**src/rtl/bpa_pkg.sv**
```systemverilog
// Shared constants, codes and types of the bump pointer allocator.
`timescale 1ns / 1ps

package bpa_pkg;

  // Address space width; the region end is capped at 2^min(ADDR_WIDTH, 32).
  localparam int ADDR_WIDTH = 32;
  localparam int CAP_BITS   = (ADDR_WIDTH < 32) ? ADDR_WIDTH : 32;

  // Field widths.
  localparam int DATA_W    = 32;
  localparam int KIND_W    = 3;
  localparam int ALIGN_W   = 4;
  localparam int CFG_IDX_W = 1;

  // Pointer width holds base plus offset; sum width holds pointer plus pad plus size.
  localparam int PTR_W = DATA_W + 1;
  localparam int SUM_W = DATA_W + 3;
  localparam int PAD_W = (1 << ALIGN_W) - 1;

  localparam logic [PTR_W-1:0] REGION_CAP = PTR_W'(1) << CAP_BITS;

  // Request kinds.
  localparam logic [KIND_W-1:0] KIND_ALLOC   = 3'd0;
  localparam logic [KIND_W-1:0] KIND_ALIGN   = 3'd1;
  localparam logic [KIND_W-1:0] KIND_RESET   = 3'd2;
  localparam logic [KIND_W-1:0] KIND_REWIND  = 3'd3;
  localparam logic [KIND_W-1:0] KIND_REALLOC = 3'd4;

  // Configuration register indexes.
  localparam logic [CFG_IDX_W-1:0] CFG_BASE   = 1'b0;
  localparam logic [CFG_IDX_W-1:0] CFG_REGION = 1'b1;

  typedef struct packed {
    logic [KIND_W-1:0]  kind;
    logic [DATA_W-1:0]  req_size;
    logic [ALIGN_W-1:0] align_log2;
    logic [DATA_W-1:0]  old_addr;
    logic [DATA_W-1:0]  rewind_count;
  } req_t;

  typedef struct packed {
    logic [DATA_W-1:0] addr;
    logic              ok;
    logic [DATA_W-1:0] bytes_used;
  } rsp_t;

  // Allocator state as seen by the request logic.
  typedef struct packed {
    logic [DATA_W-1:0] base;
    logic [DATA_W-1:0] used;
    logic [DATA_W-1:0] last;
    logic [PTR_W-1:0]  cur;
    logic [PTR_W-1:0]  region_end;
  } state_t;

  // State update produced by one request.
  typedef struct packed {
    logic              we;
    logic [DATA_W-1:0] used;
    logic [DATA_W-1:0] last;
    logic [PTR_W-1:0]  cur;
  } upd_t;

endpackage

```
**src/rtl/bpa_intf.sv**
```systemverilog
// Request and response channel interfaces of the bump pointer allocator.
`timescale 1ns / 1ps

interface bpa_req_if;
  logic                        valid;
  logic                        ready;
  logic [bpa_pkg::KIND_W-1:0]  kind;
  logic [bpa_pkg::DATA_W-1:0]  req_size;
  logic [bpa_pkg::ALIGN_W-1:0] align_log2;
  logic [bpa_pkg::DATA_W-1:0]  old_addr;
  logic [bpa_pkg::DATA_W-1:0]  rewind_count;

  modport source (output valid, kind, req_size, align_log2, old_addr, rewind_count,
                  input ready);
  modport sink   (input valid, kind, req_size, align_log2, old_addr, rewind_count,
                  output ready);
endinterface

interface bpa_rsp_if;
  logic                       valid;
  logic                       ready;
  logic [bpa_pkg::DATA_W-1:0] addr;
  logic                       ok;
  logic [bpa_pkg::DATA_W-1:0] bytes_used;

  modport source (output valid, addr, ok, bytes_used, input ready);
  modport sink   (input valid, addr, ok, bytes_used, output ready);
endinterface

```
**src/rtl/bump_pointer_allocator_unit.sv**
```systemverilog
// A request beat passes through the request register and then the response register.
// Throughput: one request per cycle while responses are taken; the request register feeds
// one pass of logic (pad, a three-input add and the region-end compare) into the response register.
// Reset (synchronous, active high) clears both registers' valid flags, the
// configuration registers and the allocator state to zero.
`timescale 1ns / 1ps

module bump_pointer_allocator_unit (
  input  logic                          clk,
  input  logic                          rst,
  input  logic                          cfg_we,
  input  logic [bpa_pkg::CFG_IDX_W-1:0] cfg_index,
  input  logic [bpa_pkg::DATA_W-1:0]    cfg_data,
  bpa_req_if.sink                       req,
  bpa_rsp_if.source                     rsp
);

  bpa_pkg::req_t   req_q;
  logic            req_valid;
  bpa_pkg::rsp_t   rsp_q;
  logic            rsp_valid;
  bpa_pkg::rsp_t   rsp_next;
  bpa_pkg::upd_t   upd;
  bpa_pkg::state_t st;
  logic            move;

  // A request moves on when the response register is empty or being drained.
  assign move      = req_valid && (!rsp_valid || rsp.ready);
  assign req.ready = !req_valid || move;

  // Request register.
  always_ff @(posedge clk) begin
    if (rst) begin
      req_valid <= 1'b0;
    end else if (req.ready) begin
      req_valid <= req.valid;
    end
  end

  always_ff @(posedge clk) begin
    if (req.ready && req.valid) begin
      req_q.kind         <= req.kind;
      req_q.req_size     <= req.req_size;
      req_q.align_log2   <= req.align_log2;
      req_q.old_addr     <= req.old_addr;
      req_q.rewind_count <= req.rewind_count;
    end
  end

  bpa_exec u_exec (
    .req (req_q),
    .st  (st),
    .rsp (rsp_next),
    .upd (upd)
  );

  bpa_state u_state (
    .clk       (clk),
    .rst       (rst),
    .cfg_we    (cfg_we),
    .cfg_index (cfg_index),
    .cfg_data  (cfg_data),
    .apply     (move),
    .upd       (upd),
    .st        (st)
  );

  // Response register.
  always_ff @(posedge clk) begin
    if (rst) begin
      rsp_valid <= 1'b0;
    end else if (move) begin
      rsp_valid <= 1'b1;
    end else if (rsp.ready) begin
      rsp_valid <= 1'b0;
    end
  end

  always_ff @(posedge clk) begin
    if (move) begin
      rsp_q <= rsp_next;
    end
  end

  assign rsp.valid      = rsp_valid;
  assign rsp.addr       = rsp_q.addr;
  assign rsp.ok         = rsp_q.ok;
  assign rsp.bytes_used = rsp_q.bytes_used;

  a_move_gives_rsp: assert property (@(posedge clk) disable iff (rst)
    move |=> rsp_valid)
    else $error("processed request did not produce a response beat");

  a_fail_addr_zero: assert property (@(posedge clk) disable iff (rst)
    rsp_valid && !rsp_q.ok |-> rsp_q.addr == '0)
    else $error("rejected request returned a nonzero address");

  a_full_stall: assert property (@(posedge clk) disable iff (rst)
    req_valid && rsp_valid && !rsp.ready |-> !req.ready)
    else $error("request taken while both registers are held");

endmodule

```
**src/rtl/bpa_exec.sv**
```systemverilog
// Request logic: computes the result and the state update for one request.
`timescale 1ns / 1ps

module bpa_exec (
  input  bpa_pkg::req_t   req,
  input  bpa_pkg::state_t st,
  output bpa_pkg::rsp_t   rsp,
  output bpa_pkg::upd_t   upd
);

  logic [bpa_pkg::PAD_W-1:0]  mask;
  logic [bpa_pkg::PAD_W-1:0]  pad;
  logic [bpa_pkg::SUM_W-1:0]  end_w;
  logic [bpa_pkg::SUM_W-1:0]  al;
  logic [bpa_pkg::SUM_W-1:0]  csum;
  logic [bpa_pkg::SUM_W-1:0]  usum;
  logic [bpa_pkg::SUM_W-1:0]  gsum;
  logic [bpa_pkg::PTR_W-1:0]  cur_alloc;
  logic                       wrap;
  logic                       alloc_fit;
  logic                       align_fit;
  logic                       grow_fit;
  logic                       match;
  logic                       alloc_path;

  // Alignment pad is the distance from the pointer to the next boundary.
  assign mask  = ~({bpa_pkg::PAD_W{1'b1}} << req.align_log2);
  assign pad   = (~st.cur[bpa_pkg::PAD_W-1:0] + bpa_pkg::PAD_W'(1)) & mask;
  assign end_w = bpa_pkg::SUM_W'(st.region_end);

  // Aligned pointer, end of a new block and the used count after it.
  assign al   = bpa_pkg::SUM_W'(st.cur) + bpa_pkg::SUM_W'(pad);
  assign csum = bpa_pkg::SUM_W'(st.cur) + bpa_pkg::SUM_W'(pad)
              + bpa_pkg::SUM_W'(req.req_size);
  assign usum = bpa_pkg::SUM_W'(st.used) + bpa_pkg::SUM_W'(pad)
              + bpa_pkg::SUM_W'(req.req_size);

  // A used count that reaches the full 32-bit range folds to zero, and so does the pointer.
  assign wrap      = |usum[bpa_pkg::SUM_W-1:bpa_pkg::DATA_W];
  assign cur_alloc = wrap ? {1'b0, csum[bpa_pkg::DATA_W-1:0]} : csum[bpa_pkg::PTR_W-1:0];

  assign alloc_fit = (csum <= end_w);
  assign align_fit = (al < end_w);

  // In-place growth applies to the last block when it is aligned.
  assign match = (bpa_pkg::PTR_W'(req.old_addr) + bpa_pkg::PTR_W'(st.last) == st.cur)
              && ((req.old_addr[bpa_pkg::PAD_W-1:0] & mask) == '0);
  assign gsum  = bpa_pkg::SUM_W'(st.cur) + bpa_pkg::SUM_W'(req.req_size)
               - bpa_pkg::SUM_W'(st.last);
  assign grow_fit = (req.req_size >= st.last) && (gsum < end_w);

  assign alloc_path = (req.kind == bpa_pkg::KIND_ALLOC)
                   || ((req.kind == bpa_pkg::KIND_REALLOC)
                       && ((req.old_addr == '0) || !match));

  // Result and state update per request kind.
  always_comb begin
    rsp.addr       = '0;
    rsp.ok         = 1'b0;
    upd.we         = 1'b0;
    upd.used       = st.used;
    upd.last       = st.last;
    upd.cur        = st.cur;
    if (alloc_path) begin
      if (alloc_fit) begin
        rsp.ok   = 1'b1;
        rsp.addr = al[bpa_pkg::DATA_W-1:0];
        upd.we   = 1'b1;
        upd.used = usum[bpa_pkg::DATA_W-1:0];
        upd.last = req.req_size;
        upd.cur  = cur_alloc;
      end
    end else begin
      case (req.kind)
        bpa_pkg::KIND_ALIGN: begin
          if (align_fit) begin
            rsp.ok   = 1'b1;
            rsp.addr = al[bpa_pkg::DATA_W-1:0];
            upd.we   = 1'b1;
            upd.used = st.used + bpa_pkg::DATA_W'(pad);
            upd.cur  = al[bpa_pkg::PTR_W-1:0];
          end
        end
        bpa_pkg::KIND_RESET: begin
          rsp.ok   = 1'b1;
          upd.we   = 1'b1;
          upd.used = '0;
          upd.cur  = bpa_pkg::PTR_W'(st.base);
        end
        bpa_pkg::KIND_REWIND: begin
          if (req.rewind_count <= st.used) begin
            rsp.ok   = 1'b1;
            upd.we   = 1'b1;
            upd.used = req.rewind_count;
            upd.cur  = bpa_pkg::PTR_W'(st.base) + bpa_pkg::PTR_W'(req.rewind_count);
          end
        end
        bpa_pkg::KIND_REALLOC: begin
          // Only the in-place case reaches here.
          if (grow_fit) begin
            rsp.ok   = 1'b1;
            rsp.addr = req.old_addr;
            upd.we   = 1'b1;
            upd.used = st.used + req.req_size - st.last;
            upd.last = req.req_size;
            upd.cur  = gsum[bpa_pkg::PTR_W-1:0];
          end
        end
        default: begin
          rsp.ok = 1'b0;
        end
      endcase
    end
    rsp.bytes_used = upd.used;
  end

endmodule

```
**src/rtl/bpa_state.sv**
```systemverilog
// Configuration registers and allocator state of the bump pointer allocator.
`timescale 1ns / 1ps

module bpa_state (
  input  logic                          clk,
  input  logic                          rst,
  input  logic                          cfg_we,
  input  logic [bpa_pkg::CFG_IDX_W-1:0] cfg_index,
  input  logic [bpa_pkg::DATA_W-1:0]    cfg_data,
  input  logic                          apply,
  input  bpa_pkg::upd_t                 upd,
  output bpa_pkg::state_t               st
);

  logic [bpa_pkg::DATA_W-1:0] base;
  logic [bpa_pkg::DATA_W-1:0] region;
  logic [bpa_pkg::DATA_W-1:0] used;
  logic [bpa_pkg::DATA_W-1:0] last;
  logic [bpa_pkg::PTR_W-1:0]  cur;
  logic [bpa_pkg::PTR_W-1:0]  region_end;
  logic [bpa_pkg::PTR_W-1:0]  end_sum;
  logic [bpa_pkg::PTR_W-1:0]  region_end_next;

  // Region end is the capped sum of base and size, registered off the request path.
  assign end_sum         = bpa_pkg::PTR_W'(base) + bpa_pkg::PTR_W'(region);
  assign region_end_next = (end_sum < bpa_pkg::REGION_CAP) ? end_sum : bpa_pkg::REGION_CAP;

  // Register writes start an empty region; otherwise take the request update.
  always_ff @(posedge clk) begin
    if (rst) begin
      base       <= '0;
      region     <= '0;
      used       <= '0;
      last       <= '0;
      cur        <= '0;
      region_end <= '0;
    end else begin
      region_end <= region_end_next;
      if (cfg_we) begin
        used <= '0;
        last <= '0;
        case (cfg_index)
          bpa_pkg::CFG_BASE: begin
            base <= cfg_data;
            cur  <= bpa_pkg::PTR_W'(cfg_data);
          end
          bpa_pkg::CFG_REGION: begin
            region <= cfg_data;
            cur    <= bpa_pkg::PTR_W'(base);
          end
          default: begin
            cur <= bpa_pkg::PTR_W'(base);
          end
        endcase
      end else if (apply && upd.we) begin
        used <= upd.used;
        last <= upd.last;
        cur  <= upd.cur;
      end
    end
  end

  assign st.base       = base;
  assign st.used       = used;
  assign st.last       = last;
  assign st.cur        = cur;
  assign st.region_end = region_end;

  // The pointer register always tracks base plus used count.
  a_cur_tracks: assert property (@(posedge clk) disable iff (rst)
    cur == bpa_pkg::PTR_W'(base) + bpa_pkg::PTR_W'(used))
    else $error("pointer does not equal base plus used count");

endmodule

```
**src/flat_wrapper.sv**
```systemverilog
// flat-port wrapper written by rule: the top's interface ports become plain ports
module bump_pointer_allocator_unit_flat 
  (clk, rst, cfg_we, cfg_index, cfg_data, req_valid, req_kind, req_req_size, req_align_log2, req_old_addr, req_rewind_count, req_ready, rsp_valid, rsp_addr, rsp_ok, rsp_bytes_used, rsp_ready);
  bpa_req_if req_i ();
  bpa_rsp_if rsp_i ();
  input  logic clk;
  input  logic rst;
  input  logic cfg_we;
  input  logic [bpa_pkg::CFG_IDX_W-1:0] cfg_index;
  input  logic [bpa_pkg::DATA_W-1:0] cfg_data;
  input wire logic [$bits(req_i.valid)-1:0] req_valid;
  input wire logic [$bits(req_i.kind)-1:0] req_kind;
  input wire logic [$bits(req_i.req_size)-1:0] req_req_size;
  input wire logic [$bits(req_i.align_log2)-1:0] req_align_log2;
  input wire logic [$bits(req_i.old_addr)-1:0] req_old_addr;
  input wire logic [$bits(req_i.rewind_count)-1:0] req_rewind_count;
  output wire logic [$bits(req_i.ready)-1:0] req_ready;
  output wire logic [$bits(rsp_i.valid)-1:0] rsp_valid;
  output wire logic [$bits(rsp_i.addr)-1:0] rsp_addr;
  output wire logic [$bits(rsp_i.ok)-1:0] rsp_ok;
  output wire logic [$bits(rsp_i.bytes_used)-1:0] rsp_bytes_used;
  input wire logic [$bits(rsp_i.ready)-1:0] rsp_ready;
  assign req_i.valid = req_valid;
  assign req_i.kind = req_kind;
  assign req_i.req_size = req_req_size;
  assign req_i.align_log2 = req_align_log2;
  assign req_i.old_addr = req_old_addr;
  assign req_i.rewind_count = req_rewind_count;
  assign req_ready = req_i.ready;
  assign rsp_valid = rsp_i.valid;
  assign rsp_addr = rsp_i.addr;
  assign rsp_ok = rsp_i.ok;
  assign rsp_bytes_used = rsp_i.bytes_used;
  assign rsp_i.ready = rsp_ready;
  bump_pointer_allocator_unit u_core (.clk(clk), .rst(rst), .cfg_we(cfg_we), .cfg_index(cfg_index), .cfg_data(cfg_data), .req(req_i), .rsp(rsp_i));
endmodule
```
**config.mk**
```make
export PLATFORM = sky130hd
export DESIGN_NAME = bump_pointer_allocator_unit_flat
export DESIGN_NICKNAME = d
export VERILOG_FILES = /design/src/rtl/bpa_pkg.sv /design/src/rtl/bpa_intf.sv /design/src/rtl/bump_pointer_allocator_unit.sv /design/src/rtl/bpa_exec.sv /design/src/rtl/bpa_state.sv /design/src/flat_wrapper.sv
export SDC_FILE = /design/constraint.sdc
export NUM_CORES = 2
export LEC_CHECK = 0
export BUFFER_PORTS_ARGS = -buffer_cell sky130_fd_sc_hd__buf_2
export CAP_MARGIN = 20
export CELL_PAD_IN_SITES_DETAIL_PLACEMENT = 0
export CELL_PAD_IN_SITES_GLOBAL_PLACEMENT = 1
export CORE_MARGIN = 5
export CORE_UTILIZATION = 48
export CTS_CLUSTER_SIZE = 8
export DETAILED_ROUTE_END_ITERATION = 12
export PLACE_DENSITY_LB_ADDON = 0.08
export SLEW_MARGIN = 30
export SYNTH_ARGS = -nofsm -noshare
export SYNTH_HDL_FRONTEND = slang
export SYNTH_SLANG_ARGS = --single-unit
```
**constraint.sdc**
```tcl
create_clock -name clk -period 10.28 [get_ports clk]
set_input_delay 2.056 -clock clk [delete_from_list [all_inputs] [get_ports clk]]
set_output_delay 2.056 -clock clk [all_outputs]
set_load 0.005 [all_outputs]
```
==> impl_metrics.toml <==
[routing]
final_antenna_net_count = 0
viasPerCell = 6.36
vias = 35568
wl_per_cell_um = 27.7
routed_wl_um = 155000
drc_errors = 0
first_iter_violations = 3921
firstDrtPassIters = 7

[floorplanning]
initial_core_util_pct = 48.5
rows = 100
ios = 208
core_um2 = 74400
die_x_um = 284
die-area_um2 = 80700
die_h_um = 284

[critical_path]
crit_buf_inv = 5
cp_slowest_cell = "xnor2_1"
r2r_slack_ps = 520
arrival_ps = 10220
critPathTopFamily = "compound AO/OA/AOI/OAI gates"
reg2reg_from = "u_core.u_state.cur[0]"
crit_path_end_kind = "flip-flop"
setup.worst_path.class = "reg2reg"
worstPathRequired_ps = 10740
cp-endpoint = "u_core.u_state.used[8]"
crit_path_max_incr_delay_ps = 520
cp.depth = 38
startpoint_type = "flip-flop"
r2r_cells = 38
r2r_end = "u_core.u_state.used[8]"
crit_start = "u_core.u_state.cur[0]"
path_max_fanout = 22

[timing]
maxSlewHeadroom_pct = 25.6
setup_violations = 0
rsz0062_at_grt = "false"
period_needed_ps = 9760
hold_violations = 0
max_freq_ghz = 0.102
slew_viol_final = 0
skew_ps = 32.9
period_share_pct = 94.9
worstMarginPinSlew_ps = 1090
tns_ps = 0

[clock_tree]
clk_latency_ps = 620
post_cts_buffers = 0
cts_buffer_depth = 3
root_buffer = "clkbuf_16"
clk_pin_slew_ps = 60
cts_buffers = 53
cts.htree.levels = 2
clock-sinks = 364
cts_tree = "built"

[global_routing]
antenna_found_initial = 1
grt_max_degree = 62
grt_util_all_layers_pct = 36.7
grt_pass1_wl_um = 223000
first_global_vias = 33464
overflow = 0

[synth]
postSynthAreaPerCell_um2 = 8.24
synthDistinctLibCells = 102
ys_seq_elements = 364
synth_edf_count = 168
synthArstFlopShare_pct = 0
synth_fp_nets = 5023
synthCells = 4377
syn-cell-area_um2 = 36100
synth-main-ff-cell = "dfxtp_1"
ys_warn_count = 0
synth-seq-area-share_pct = 24.9

[place]
io_buffer_count = 207
place.gp.congestion = 1.03
dpl.hpwl_um = 126000

[run]
maxCapViolations = 0

[run_status]
status = "finished clean"

[layout]
nNetsFinal = 5229
area_growth_pct = 11.2
fin_util_pct = 53.9
layout-drive-gt1-share_pct = 9.84
fillCellCount = 7090

[worst_hold_path]
hold_class = "reg2reg"

[pwr]
ir_drop_v = 0.000130
power_leakage_nw = 17.1
p_per_area_nw_per_um2 = 142
registers in the layout, summed over array words and instances, names as in the netlist, 32 cells and up:
| register | cells |
|---|---|
| u_core.u_state.cur | 33 |
| u_core.u_state.region_end | 33 |
| u_core.rsp.addr | 32 |
| u_core.u_state.used | 32 |
| u_core.u_state.region | 32 |
| u_core.rsp.bytes_used | 32 |
| u_core.req_q | 103 |
| u_core.u_state.last | 32 |
| u_core.u_state.base | 32 |
report_power, final:
group	switching, mW	total, mW	internal [mW]
Combinational	1.44	2.28	0.842
Clock	0.704	1.66	0.961
Sequential	0.129	1.74	1.61
synthesized netlist by cell type (48+ instances only):
library cell  number  share of area [%]
nand4_1           48               0.83
nor2_1           275                2.9
a211oi_1          85                1.8
o21ai_0          233                3.2
nor2b_1           54               0.94
a21o_1           126                2.6
fa_1              83                4.6
nor3_1            79                1.1
dfxtp_1          196                 11
ha_1             422                 15
o21a_1            59                1.2
inv_1            395                4.1
edfxtp_1         168                 14
a21oi_1          421                5.8
xor2_1            87                2.1
nand3_1          126                1.7
nand2_1          402                4.2
xnor2_1          173                4.2
mux2i_1           63                1.7
clkbuf_1         110                1.1
through the flow:
step	setup slack, ps	hold slack [ps]	cells	cell area, um2	total power, mW
detailed placement	751	452	5496	38500	3.95
CTS	729	460	5590	40000	5.63
global route	0.925	474	5591	40100	5.94
global placement	716	449	5495	38500	3.95
floorplan	2280	441	4377	36100	3.17
finish	522	459	5592	40100	5.68
area by class of cell:
class	count	area, um2	area share (%)
multi-input combinational	3454	25000	62.5
sequential	364	8970	22.4
timing repair buffer	311	1870	4.66
inverter	399	1500	3.73
clock buffer	90	1480	3.68
tap	969	1210	3.02
clock inverter	4	27.5	0.0686
antenna	1	2.50	0.00624
how the worst min path moves through the flow:
stage	startpoint	to	slack, ps	cells after the start
detailed placement	u_core.u_state.region[17]	u_core.u_state.region[17]	450	2
global route	u_core.u_state.region[29]	u_core.u_state.region[29]	470	2
floorplan	u_core.u_state.region[0]	u_core.u_state.region[0]	440	2
CTS	u_core.u_state.region[17]	u_core.u_state.region[17]	460	2
finish	u_core.u_state.region[4]	u_core.u_state.region[4]	460	2
global placement	u_core.u_state.region[18]	u_core.u_state.region[18]	450	2
worst min-delay path, cell delays in order, from the launching register on:
cell     delay (ps)
dfxtp_1         310
nand2_1          50
a21oi_1          50
placed cells by master (no fill, tap or decap), types with 48 or more instances in the layout:
| cell type | synthesis | routed |
|---|---|---|
| nor2b_1 | 54 | 53 |
| o21ai_0 | 233 | 232 |
| buf_2 | 33 | 207 |
| dfxtp_1 | 196 | 196 |
| buf_4 | 4 | 101 |
| mux2i_1 | 63 | 63 |
| ha_1 | 422 | 422 |
| edfxtp_1 | 168 | 168 |
| xor2_1 | 87 | 87 |
| a21o_1 | 126 | 126 |
| a21oi_1 | 421 | 419 |
| inv_1 | 395 | 395 |
| nand3_1 | 126 | 126 |
| clkbuf_16 | 0 | 53 |
| nand4_1 | 48 | 48 |
| xnor2_1 | 173 | 170 |
| fa_1 | 83 | 83 |
| nor2_1 | 275 | 270 |
| nor3_1 | 79 | 78 |
| o21a_1 | 59 | 58 |
| a211oi_1 | 85 | 84 |
| nand2_1 | 402 | 402 |
cells by family after synthesis:
logic type / after synthesis / share of synthesized area, %
AOI/OAI and AO/OA: 1392 / 25.2
and+or+nand+nor: 1226 / 16.3
buffers and inverters: 559 / 6.04
adders and majority gates: 506 / 19.3
DFF: 364 / 24.9
xor gates and xnor gates: 260 / 6.31
muxes: 70 / 1.97
layer usage:
metal  wire [um]  track usage (%)
met1       64900             52.0
met2       62800             53.4
met3       20200             10.4
met4        7030             13.4
met5           0                0
timing repair:
item	CTS	global route
hold buffers	0	0
setup endpoints to repair	0	25
resized for setup	0	2
(Power assumes the default switching activity.)
